==> config.mk <==
export PLATFORM = sky130hd
export DESIGN_NAME = bounded_set_union_intersection_core
export DESIGN_NICKNAME = d
export VERILOG_FILES = /design/src/bsui_pkg.sv /design/src/bounded_set_union_intersection_core.sv
export SDC_FILE = /design/constraint.sdc
export NUM_CORES = 2
export LEC_CHECK = 0
export ABC_CLOCK_PERIOD_IN_PS = 7550
export BUFFER_PORTS_ARGS = -buffer_cell sky130_fd_sc_hd__buf_2
export CAP_MARGIN = 0
export CORE_MARGIN = 2
export CORE_UTILIZATION = 32
export CTS_BUF_LIST = sky130_fd_sc_hd__clkbuf_2
export CTS_CLUSTER_SIZE = 40
export DETAILED_ROUTE_END_ITERATION = 8
export PLACE_DENSITY_LB_ADDON = 0.3
export SETUP_SLACK_MARGIN = 0.5
export SLEW_MARGIN = 20
export SYNTH_ARGS = -nofsm -noshare
export SYNTH_HDL_FRONTEND = slang
export SYNTH_SLANG_ARGS = --single-unit
==> constraint.sdc <==
create_clock -name clk -period 7.55 [get_ports clk]
set_input_delay 0.755 -clock clk [delete_from_list [all_inputs] [get_ports clk]]
set_output_delay 0.755 -clock clk [all_outputs]
set_load 0.01 [all_outputs]
==> src/bsui_pkg.sv <==
`timescale 1ns / 1ps

package bsui_pkg;

  localparam int SET_DEPTH = 16;
  localparam int CNT_W = $clog2(SET_DEPTH + 1);
  localparam int IDX_W = (SET_DEPTH > 1) ? $clog2(SET_DEPTH) : 1;
  localparam int ELEM_W = 32;
  localparam int IN_TDATA_W = 32;
  localparam int OUT_TDATA_W = 40;
  localparam int PC_W = 4;

  typedef enum logic [2:0] {
    CMD_CLR_A = 3'd0,
    CMD_CLR_B = 3'd1,
    CMD_APP_A = 3'd2,
    CMD_APP_B = 3'd3,
    CMD_UNION = 3'd4,
    CMD_INTER = 3'd5,
    CMD_EQUAL = 3'd6
  } cmd_t;

  typedef enum logic [2:0] {
    OP_CLEAR,
    OP_APPEND,
    OP_SCAN,
    OP_FLUSH,
    OP_REPORT
  } op_t;

  typedef enum logic [1:0] {
    COND_ALL,
    COND_HIT,
    COND_MISS,
    COND_EQ
  } cond_t;

  // sel_b picks set B as the scanned or targeted set; the other set is searched.
  typedef struct packed {
    op_t   op;
    logic  sel_b;
    cond_t cond;
  } uword_t;

  localparam logic [PC_W-1:0] PC_CLR_A = 4'd0;
  localparam logic [PC_W-1:0] PC_CLR_B = 4'd1;
  localparam logic [PC_W-1:0] PC_APP_A = 4'd2;
  localparam logic [PC_W-1:0] PC_APP_B = 4'd3;
  localparam logic [PC_W-1:0] PC_UNION = 4'd4;
  localparam logic [PC_W-1:0] PC_INTER = 4'd7;
  localparam logic [PC_W-1:0] PC_EQUAL = 4'd9;

  function automatic uword_t ucode(input logic [PC_W-1:0] pc);
    uword_t w;
    w = '{op: OP_REPORT, sel_b: 1'b0, cond: COND_ALL};
    unique case (pc)
      4'd0:    w = '{op: OP_CLEAR,  sel_b: 1'b0, cond: COND_ALL};
      4'd1:    w = '{op: OP_CLEAR,  sel_b: 1'b1, cond: COND_ALL};
      4'd2:    w = '{op: OP_APPEND, sel_b: 1'b0, cond: COND_ALL};
      4'd3:    w = '{op: OP_APPEND, sel_b: 1'b1, cond: COND_ALL};
      4'd4:    w = '{op: OP_SCAN,   sel_b: 1'b0, cond: COND_ALL};
      4'd5:    w = '{op: OP_SCAN,   sel_b: 1'b1, cond: COND_MISS};
      4'd6:    w = '{op: OP_FLUSH,  sel_b: 1'b0, cond: COND_ALL};
      4'd7:    w = '{op: OP_SCAN,   sel_b: 1'b0, cond: COND_HIT};
      4'd8:    w = '{op: OP_FLUSH,  sel_b: 1'b0, cond: COND_ALL};
      4'd9:    w = '{op: OP_SCAN,   sel_b: 1'b0, cond: COND_EQ};
      4'd10:   w = '{op: OP_REPORT, sel_b: 1'b0, cond: COND_ALL};
      default: w = '{op: OP_REPORT, sel_b: 1'b0, cond: COND_ALL};
    endcase
    return w;
  endfunction

  function automatic logic [PC_W-1:0] entry_pc(input cmd_t cmd);
    logic [PC_W-1:0] pc;
    pc = PC_CLR_A;
    unique case (cmd)
      CMD_CLR_A: pc = PC_CLR_A;
      CMD_CLR_B: pc = PC_CLR_B;
      CMD_APP_A: pc = PC_APP_A;
      CMD_APP_B: pc = PC_APP_B;
      CMD_UNION: pc = PC_UNION;
      CMD_INTER: pc = PC_INTER;
      CMD_EQUAL: pc = PC_EQUAL;
      default:   pc = PC_CLR_A;
    endcase
    return pc;
  endfunction

endpackage

==> src/bounded_set_union_intersection_core.sv <==
`timescale 1ns / 1ps

// Two bounded sets A and B of signed 32-bit values, driven by a stream of requests.
// The slave channel takes one request: tuser carries the command (clear A, clear B,
// append A, append B, union, intersect, equal) and tdata carries the value to append.
// The master channel returns the results of that request, tlast on the final one.
// A clear or an append request registers its one result once the output register
// can take it. Union scans A and then B, intersect and equal scan A, one entry per
// cycle unless a found element waits on a stalled receiver, each entry searched
// against the other set in parallel, with one step after each scan and one final
// step for the last result. Results leave at most one element per cycle; a found
// element leaves when the next one is found or at the end. Request code seven is
// taken and ignored. The block takes one request at a time: s_axis_tready stays low
// until the last result of the current request is registered, so the next request
// can be taken in the cycle after that.
// Reset empties both sets and drops any result not yet taken. When the receiver
// stalls, the result holds in the output register and the scan waits until it can
// hand on its next element.
module bounded_set_union_intersection_core
  import bsui_pkg::*;
(
  input  logic                   clk,
  input  logic                   rst,
  input  logic                   s_axis_tvalid,
  output logic                   s_axis_tready,
  input  logic [IN_TDATA_W-1:0]  s_axis_tdata,   // value [31:0]
  input  logic [2:0]             s_axis_tuser,   // cmd [2:0]
  output logic                   m_axis_tvalid,
  input  logic                   m_axis_tready,
  output logic [OUT_TDATA_W-1:0] m_axis_tdata,   // element [31:0], is_equal [32], overflow [33]
  output logic                   m_axis_tuser,   // has_element [0]
  output logic                   m_axis_tlast    // last
);

  logic [ELEM_W-1:0] set_a [SET_DEPTH];
  logic [ELEM_W-1:0] set_b [SET_DEPTH];
  logic [CNT_W-1:0]  cnt_a;
  logic [CNT_W-1:0]  cnt_b;

  logic              busy;
  logic [PC_W-1:0]   pc;
  logic [CNT_W-1:0]  idx;
  logic [ELEM_W-1:0] value_q;
  logic              eq;
  logic              pend_valid;
  logic [ELEM_W-1:0] pend_elem;

  logic              out_valid;
  logic [ELEM_W-1:0] out_elem;
  logic              out_has;
  logic              out_eq;
  logic              out_ovf;
  logic              out_last;

  uword_t            uw;
  logic [CNT_W-1:0]  src_cnt;
  logic [CNT_W-1:0]  oth_cnt;
  logic [CNT_W-1:0]  tgt_cnt;
  logic [ELEM_W-1:0] cand;
  logic              hit;
  logic              take;
  logic              scan_end;
  logic              can_emit;
  logic              in_accept;

  assign in_accept = s_axis_tvalid && s_axis_tready;
  assign s_axis_tready = !busy;
  assign can_emit = !out_valid || m_axis_tready;

  always_comb begin
    uw = ucode(pc);
    src_cnt = uw.sel_b ? cnt_b : cnt_a;
    oth_cnt = uw.sel_b ? cnt_a : cnt_b;
    tgt_cnt = src_cnt;
    scan_end = (idx >= src_cnt);
    cand = uw.sel_b ? set_b[idx[IDX_W-1:0]] : set_a[idx[IDX_W-1:0]];
    hit = 1'b0;
    for (int k = 0; k < SET_DEPTH; k++) begin
      if ((CNT_W'(k) < oth_cnt) &&
          ((uw.sel_b ? set_a[k] : set_b[k]) == cand)) begin
        hit = 1'b1;
      end
    end
    take = 1'b0;
    unique case (uw.cond)
      COND_ALL:  take = 1'b1;
      COND_HIT:  take = hit;
      COND_MISS: take = !hit;
      COND_EQ:   take = 1'b0;
      default:   take = 1'b0;
    endcase
  end

  always_ff @(posedge clk) begin
    if (rst) begin
      busy <= 1'b0;
      pc <= '0;
      idx <= '0;
      cnt_a <= '0;
      cnt_b <= '0;
      pend_valid <= 1'b0;
      out_valid <= 1'b0;
    end else begin
      if (m_axis_tready) begin
        out_valid <= 1'b0;
      end
      if (!busy) begin
        if (in_accept && (s_axis_tuser <= 3'(CMD_EQUAL))) begin
          busy <= 1'b1;
          pc <= entry_pc(cmd_t'(s_axis_tuser));
          idx <= '0;
          pend_valid <= 1'b0;
          eq <= (cnt_a == cnt_b);
          value_q <= s_axis_tdata[ELEM_W-1:0];
        end
      end else begin
        unique case (uw.op)
          OP_CLEAR: begin
            if (can_emit) begin
              if (uw.sel_b) begin
                cnt_b <= '0;
              end else begin
                cnt_a <= '0;
              end
              out_valid <= 1'b1;
              out_elem <= '0;
              out_has <= 1'b0;
              out_eq <= 1'b0;
              out_ovf <= 1'b0;
              out_last <= 1'b1;
              busy <= 1'b0;
            end
          end
          OP_APPEND: begin
            if (can_emit) begin
              if (tgt_cnt < CNT_W'(SET_DEPTH)) begin
                if (uw.sel_b) begin
                  set_b[tgt_cnt[IDX_W-1:0]] <= value_q;
                  cnt_b <= cnt_b + 1'b1;
                end else begin
                  set_a[tgt_cnt[IDX_W-1:0]] <= value_q;
                  cnt_a <= cnt_a + 1'b1;
                end
                out_ovf <= 1'b0;
              end else begin
                out_ovf <= 1'b1;
              end
              out_valid <= 1'b1;
              out_elem <= '0;
              out_has <= 1'b0;
              out_eq <= 1'b0;
              out_last <= 1'b1;
              busy <= 1'b0;
            end
          end
          OP_SCAN: begin
            if (scan_end) begin
              pc <= pc + 1'b1;
              idx <= '0;
            end else if (!(take && pend_valid && !can_emit)) begin
              idx <= idx + 1'b1;
              if ((uw.cond == COND_EQ) && !hit) begin
                eq <= 1'b0;
              end
              if (take) begin
                pend_elem <= cand;
                pend_valid <= 1'b1;
                if (pend_valid) begin
                  out_valid <= 1'b1;
                  out_elem <= pend_elem;
                  out_has <= 1'b1;
                  out_eq <= 1'b0;
                  out_ovf <= 1'b0;
                  out_last <= 1'b0;
                end
              end
            end
          end
          OP_FLUSH: begin
            if (can_emit) begin
              out_valid <= 1'b1;
              out_elem <= pend_valid ? pend_elem : '0;
              out_has <= pend_valid;
              out_eq <= 1'b0;
              out_ovf <= 1'b0;
              out_last <= 1'b1;
              pend_valid <= 1'b0;
              busy <= 1'b0;
            end
          end
          OP_REPORT: begin
            if (can_emit) begin
              out_valid <= 1'b1;
              out_elem <= '0;
              out_has <= 1'b0;
              out_eq <= eq;
              out_ovf <= 1'b0;
              out_last <= 1'b1;
              busy <= 1'b0;
            end
          end
          default: begin
            busy <= 1'b0;
          end
        endcase
      end
    end
  end

  assign m_axis_tvalid = out_valid;
  assign m_axis_tdata = {(OUT_TDATA_W - ELEM_W - 2)'(0), out_ovf, out_eq, out_elem};
  assign m_axis_tuser = out_has;
  assign m_axis_tlast = out_last;

`ifndef SYNTHESIS
  a_cnt_bound: assert property (@(posedge clk) disable iff (rst)
    (cnt_a <= CNT_W'(SET_DEPTH)) && (cnt_b <= CNT_W'(SET_DEPTH)))
    else $error("set count exceeds depth");

  a_idle_no_pending: assert property (@(posedge clk) disable iff (rst)
    !busy |-> !pend_valid)
    else $error("pending element left over while idle");

  a_result_kind: assert property (@(posedge clk) disable iff (rst)
    out_valid |-> !(out_has && (out_ovf || out_eq)))
    else $error("element result carries an overflow or equality flag");

  a_unused_cmd: assert property (@(posedge clk) disable iff (rst)
    (in_accept && (s_axis_tuser == 3'd7)) |=> !busy)
    else $error("unused command started work");

  a_flag_last: assert property (@(posedge clk) disable iff (rst)
    (out_valid && (out_ovf || out_eq)) |-> out_last)
    else $error("flag result not marked last");
`endif

endmodule
==> impl_summary.log <==
INFO  metric holdPathStages = 3
INFO  metric finalHoldViolations = 0
INFO  metric clkSinkCount = ~1,200
INFO  metric largest_net_degree_at_the_start_of_global_routing = roughly 130
INFO  metric cts_max_level = 5
INFO  metric setup_slack = roughly 530 ps
INFO  metric num_vias = around 40,000
INFO  metric critical_path.cell_chain = nand2b_2 -> buf_4 -> buf_4 -> a21oi_1 -> nor4_2 -> buf_4 -> xnor2_1 -> nor4_1 -> nand4_1 -> nor4_1 -> o21ai_0 -> buf_4 -> nand3_1 -> nor4b_2 -> buf_4 -> or4_1 -> a21oi_1
INFO  metric combPwrFrac = 19.1%
INFO  metric route.met2.wl = between 100 and 150 mm
INFO  metric critical_path.max_stage_delay = approximately 950 ps
INFO  metric worst-path-max-fanout = 34
INFO  metric layout_min_cycle_time = between 7000 and 8000 ps
INFO  metric nature_of_the_critical_path_endpoint = register
INFO  metric vdd_ir_drop_max = 152 uV
INFO  metric final_report_max_slew_violation_count = 0
INFO  metric cts.path.max_buffers = 4
INFO  metric path_class = register to register
INFO  metric clock_power_share = between 30% and 40%
INFO  metric power.density = around 220 nW/um^2
INFO  metric worst_path_most_repeated_cell = sky130_fd_sc_hd__buf_4
INFO  metric postSynthCellCount = about 4,000
INFO  metric power.sequential.fraction = between 40% and 50%
INFO  metric holdCritPathClass = input port to register
INFO  metric worst_setup_hold_path_clk_slew = approximately 110 ps
INFO  metric clock_latency = between 1500 and 2000 ps
INFO  metric routed_wirelength = about 250 mm
INFO  metric synth_sequential_area_ratio = between 50% and 60%
INFO  metric setup-tns-final = 0 ps
INFO  metric critPathLaunchType = register
INFO  metric coreArea = around 180,000 um^2
INFO  metric floorplan.die.height = between 400 and 500 um
INFO  metric postCtsSetupRepairBufs = 0
INFO  metric cp_data_arrival_time = 8700 ps
INFO  metric die_w = between 400 and 500 um
INFO  metric synthesized_area_per_cell = approximately 15 um^2
INFO  metric synth.ff_latch_count = about 1,200
INFO  metric grt_first_pass_wirelength = around 340 mm
INFO  metric switchingPower = around 4.8 mW
INFO  metric design.die.area = roughly 180,000 um^2
INFO  metric crit_slowest_cell = sky130_fd_sc_hd__nor4_1
INFO  metric critical-path-top-delay-family = simple AND/OR/NAND/NOR gates
INFO  metric first_global_vias = between 30,000 and 40,000
INFO  metric synth_top_flop_cell = sky130_fd_sc_hd__edfxtp_1
INFO  metric finalNetCount = about 4,500
INFO  metric ioPinCount = 83
INFO  metric routed-wl-met3 = between 20 and 25 mm
INFO  metric number_of_synthesized_flops_with_an_enable_pin = 1,125
INFO  metric synth.area.top_cells = sky130_fd_sc_hd__edfxtp_1, sky130_fd_sc_hd__mux2i_1, sky130_fd_sc_hd__xnor2_1
INFO  metric finalClockSkew = 231 ps
INFO  metric syn2layout_area_growth = 13.8%
INFO  metric highest_layer = met5
INFO  metric grt.overflow.total = 0
INFO  metric worst-slew-pin-transition = 1400 ps
INFO  metric design_internal_power = 9.58 mW
INFO  metric place_ws = 856 ps
INFO  metric detail_route.drc_violations = 0
INFO  metric synth-async-reset-ratio = 0%
INFO  metric cp.required = slightly above 9000 ps
INFO  metric cts_buffers = around 330
INFO  metric initial_utilization = around 32%
INFO  metric remaining_antenna_violation_count = 0
INFO  metric fp-row-count = around 160
INFO  metric clock.fmax = 142 MHz
INFO  metric leakagePower = 19.9 nW
INFO  metric slew_headroom = between 6 and 7%
INFO  metric syn-cell-area = 58,000 um^2
INFO  metric cts_tree = built
INFO  metric drive_gt1_share = roughly 20%
INFO  metric setup-violations-final = 0
INFO  metric timing.max_cap.violations = 0
INFO  metric path_length_in_cells_of_the_critical_path = 17
INFO  metric placer_s_final_routability_congestion_estimate = 1.05
INFO  metric placement.io_buffers = 76
INFO  metric grt_setup_unrepaired = no
INFO  metric timing.final.crit_share = approximately 93%
INFO  metric crit_buf_inv = 5
INFO  metric reg2reg_depth = 17
INFO  metric synth.distinct_cells = 71
INFO  metric routed_via_density = about 5.7
INFO  metric p_sw_share = approximately 33%
INFO  metric grt_antenna_before_repair = 20
INFO  metric post-synth-top-area-cell = sky130_fd_sc_hd__edfxtp_1
INFO  metric yosys_warnings = 0
INFO  metric yosysTopAreaCellShare = roughly three fifths
INFO  metric detail_route.wirelength.met1 = 106 mm
INFO  metric dr.pass1.iters = 6
INFO  metric globalRouteTotalUtil = ~27%
INFO  metric place.detailed.hpwl = about 180 mm
INFO  metric result_of_the_run = complete, no violations
INFO  metric route.detailed.wl_per_inst = ~36 um
INFO  metric dr.first_iter.drc_count = between 5,000 and 6,000
INFO  metric cts-root-buf = sky130_fd_sc_hd__clkbuf_2
-- timing repair --
action | in CTS | in global routing
hold endpoints to repair | 158 | 0
gates resized for setup | 0 | 1
hold buffers | 96 | 0
setup endpoints to repair | 0 | 40
-- through the flow --
stage,power [mW],cell area [um^2],utilization (%),hold slack [ps],instances
CTS,14.4,65800,36.4,5.01,7045
detailed placement,9.87,62100,34.4,488,6387
floorplan,8.52,58000,-,447,3968
finish,14.4,66000,36.6,148,7070
global route,14.8,66000,36.6,102,7064
global placement,9.88,62000,34.3,458,6384
-- area by class of cell --
class | count | area [um^2]
fillers | 17600 | 115000
flip-flops and latches | 1157 | 34400
multi-input cells | 2527 | 22200
repair buffers | 424 | 3640
well taps | 2370 | 2970
clock buffers | 459 | 2300
clock inverters | 103 | 457
inverters | 17 | 63.8
diodes | 13 | 32.5
-- worst reg2reg max path, delay by kind of cell, from the launching register on --
| kind | cells | cell delay, ps |
|---|---|---|
| buffers and inverters | 5 | 1350 |
| flip-flops | 1 | 780 |
| XOR/XNOR | 1 | 440 |
| AND/OR/NAND/NOR | 8 | 3650 |
| AO/OA/AOI/OAI | 3 | 620 |
-- kinds of logic after synthesis --
kind of cell    Yosys count  share of synthesized area, %
compound gates          390                          4.54
xor+xnor                525                          7.92
fa+ha+maj                 9                         0.194
buf+inv                 284                          3.42
flops                  1157                          59.3
mux                    1019                          18.7
other cells               1                       0.00646
simple gates            578                          5.86
-- power by group through the flow --
stage          sequential (mW)  combinational [mW]  clock (mW)
2_1_floorplan             7.23                1.29           0
3_3_place_gp              7.27                2.61           0
3_5_place_dp              7.28                2.59           0
4_1_cts                   7.13                2.65        4.60
5_1_grt                   7.13                2.73        4.92
6_report                  7.12                2.74        4.50
-- routing by layer --
metal,track usage (%),vias to the layer above
met3,6.61,485
met1,35.7,20700
met4,12.6,12
li1,-,16600
met5,0,-
met2,41.3,2188
-- state kept, by name, indices dropped and copies added (netlist names), named ones only --
| signal | cells |
|---|---|
| out_ovf | 1 |
| pc | 4 |
| cnt_b | 5 |
| m_axis_tvalid | 1 |
| pend_valid | 1 |
| idx | 5 |
| out_eq | 1 |
| m_axis_tuser | 1 |
| uw | 6 |
| set_a | 512 |
| cnt_a | 5 |
| m_axis_tlast | 1 |
| set_b | 512 |
| pend_elem | 32 |
| out_elem | 32 |
| value_q | 32 |
| busy | 1 |
| eq | 1 |
-- placed cells by master (no fill, tap or decap), types with 13 or more instances in the layout --
cell / count
sky130_fd_sc_hd__edfxtp_1: 1125
sky130_fd_sc_hd__mux2i_1: 963
sky130_fd_sc_hd__xnor2_1: 459
sky130_fd_sc_hd__clkbuf_2: 459
sky130_fd_sc_hd__a22oi_1: 216
sky130_fd_sc_hd__buf_4: 216
sky130_fd_sc_hd__nor4_1: 153
sky130_fd_sc_hd__a21oi_1: 126
sky130_fd_sc_hd__dlygate4sd3_1: 96
sky130_fd_sc_hd__clkinv_1: 82
sky130_fd_sc_hd__buf_2: 76
sky130_fd_sc_hd__xor2_1: 64
sky130_fd_sc_hd__nor2_1: 62
sky130_fd_sc_hd__nand4_1: 54
sky130_fd_sc_hd__nand2_1: 41
sky130_fd_sc_hd__mux4_2: 37
sky130_fd_sc_hd__and2_1: 33
sky130_fd_sc_hd__nor2_4: 33
sky130_fd_sc_hd__nor3_1: 29
sky130_fd_sc_hd__dfxtp_1: 29
sky130_fd_sc_hd__nor4_2: 27
sky130_fd_sc_hd__nor4b_1: 25
sky130_fd_sc_hd__nand3_1: 24
sky130_fd_sc_hd__buf_12: 21
sky130_fd_sc_hd__nand2b_1: 20
sky130_fd_sc_hd__inv_1: 16
sky130_fd_sc_hd__clkinv_2: 14
sky130_fd_sc_hd__diode_2: 13
sky130_fd_sc_hd__nand4b_1: 13
-- path summary, 6_finish.rpt --
path	slack [ps]	end	startpoint
worst min-delay path	150	value_q[26]	s_axis_tdata[26]
worst max register to register	530	register	uw[2]
worst min register to register	500	idx[4]	idx[4]
worst max-delay path	530	register	uw[2]
-- synth_stat cells, drive strengths merged (14+ instances only) --
library cell / number
inv: 16
nor2: 95
clkbuf: 69
nor3: 32
xnor2: 461
a21oi: 127
nor2b: 14
edfxtp: 1125
mux4: 48
xor2: 64
mux2i: 964
nor4: 183
nor4b: 27
nand2b: 22
and2: 34
nand4: 54
dfxtp: 32
nand2: 43
buf: 198
nand3: 24
a22oi: 218
Power figures use the tool's default switching activity.
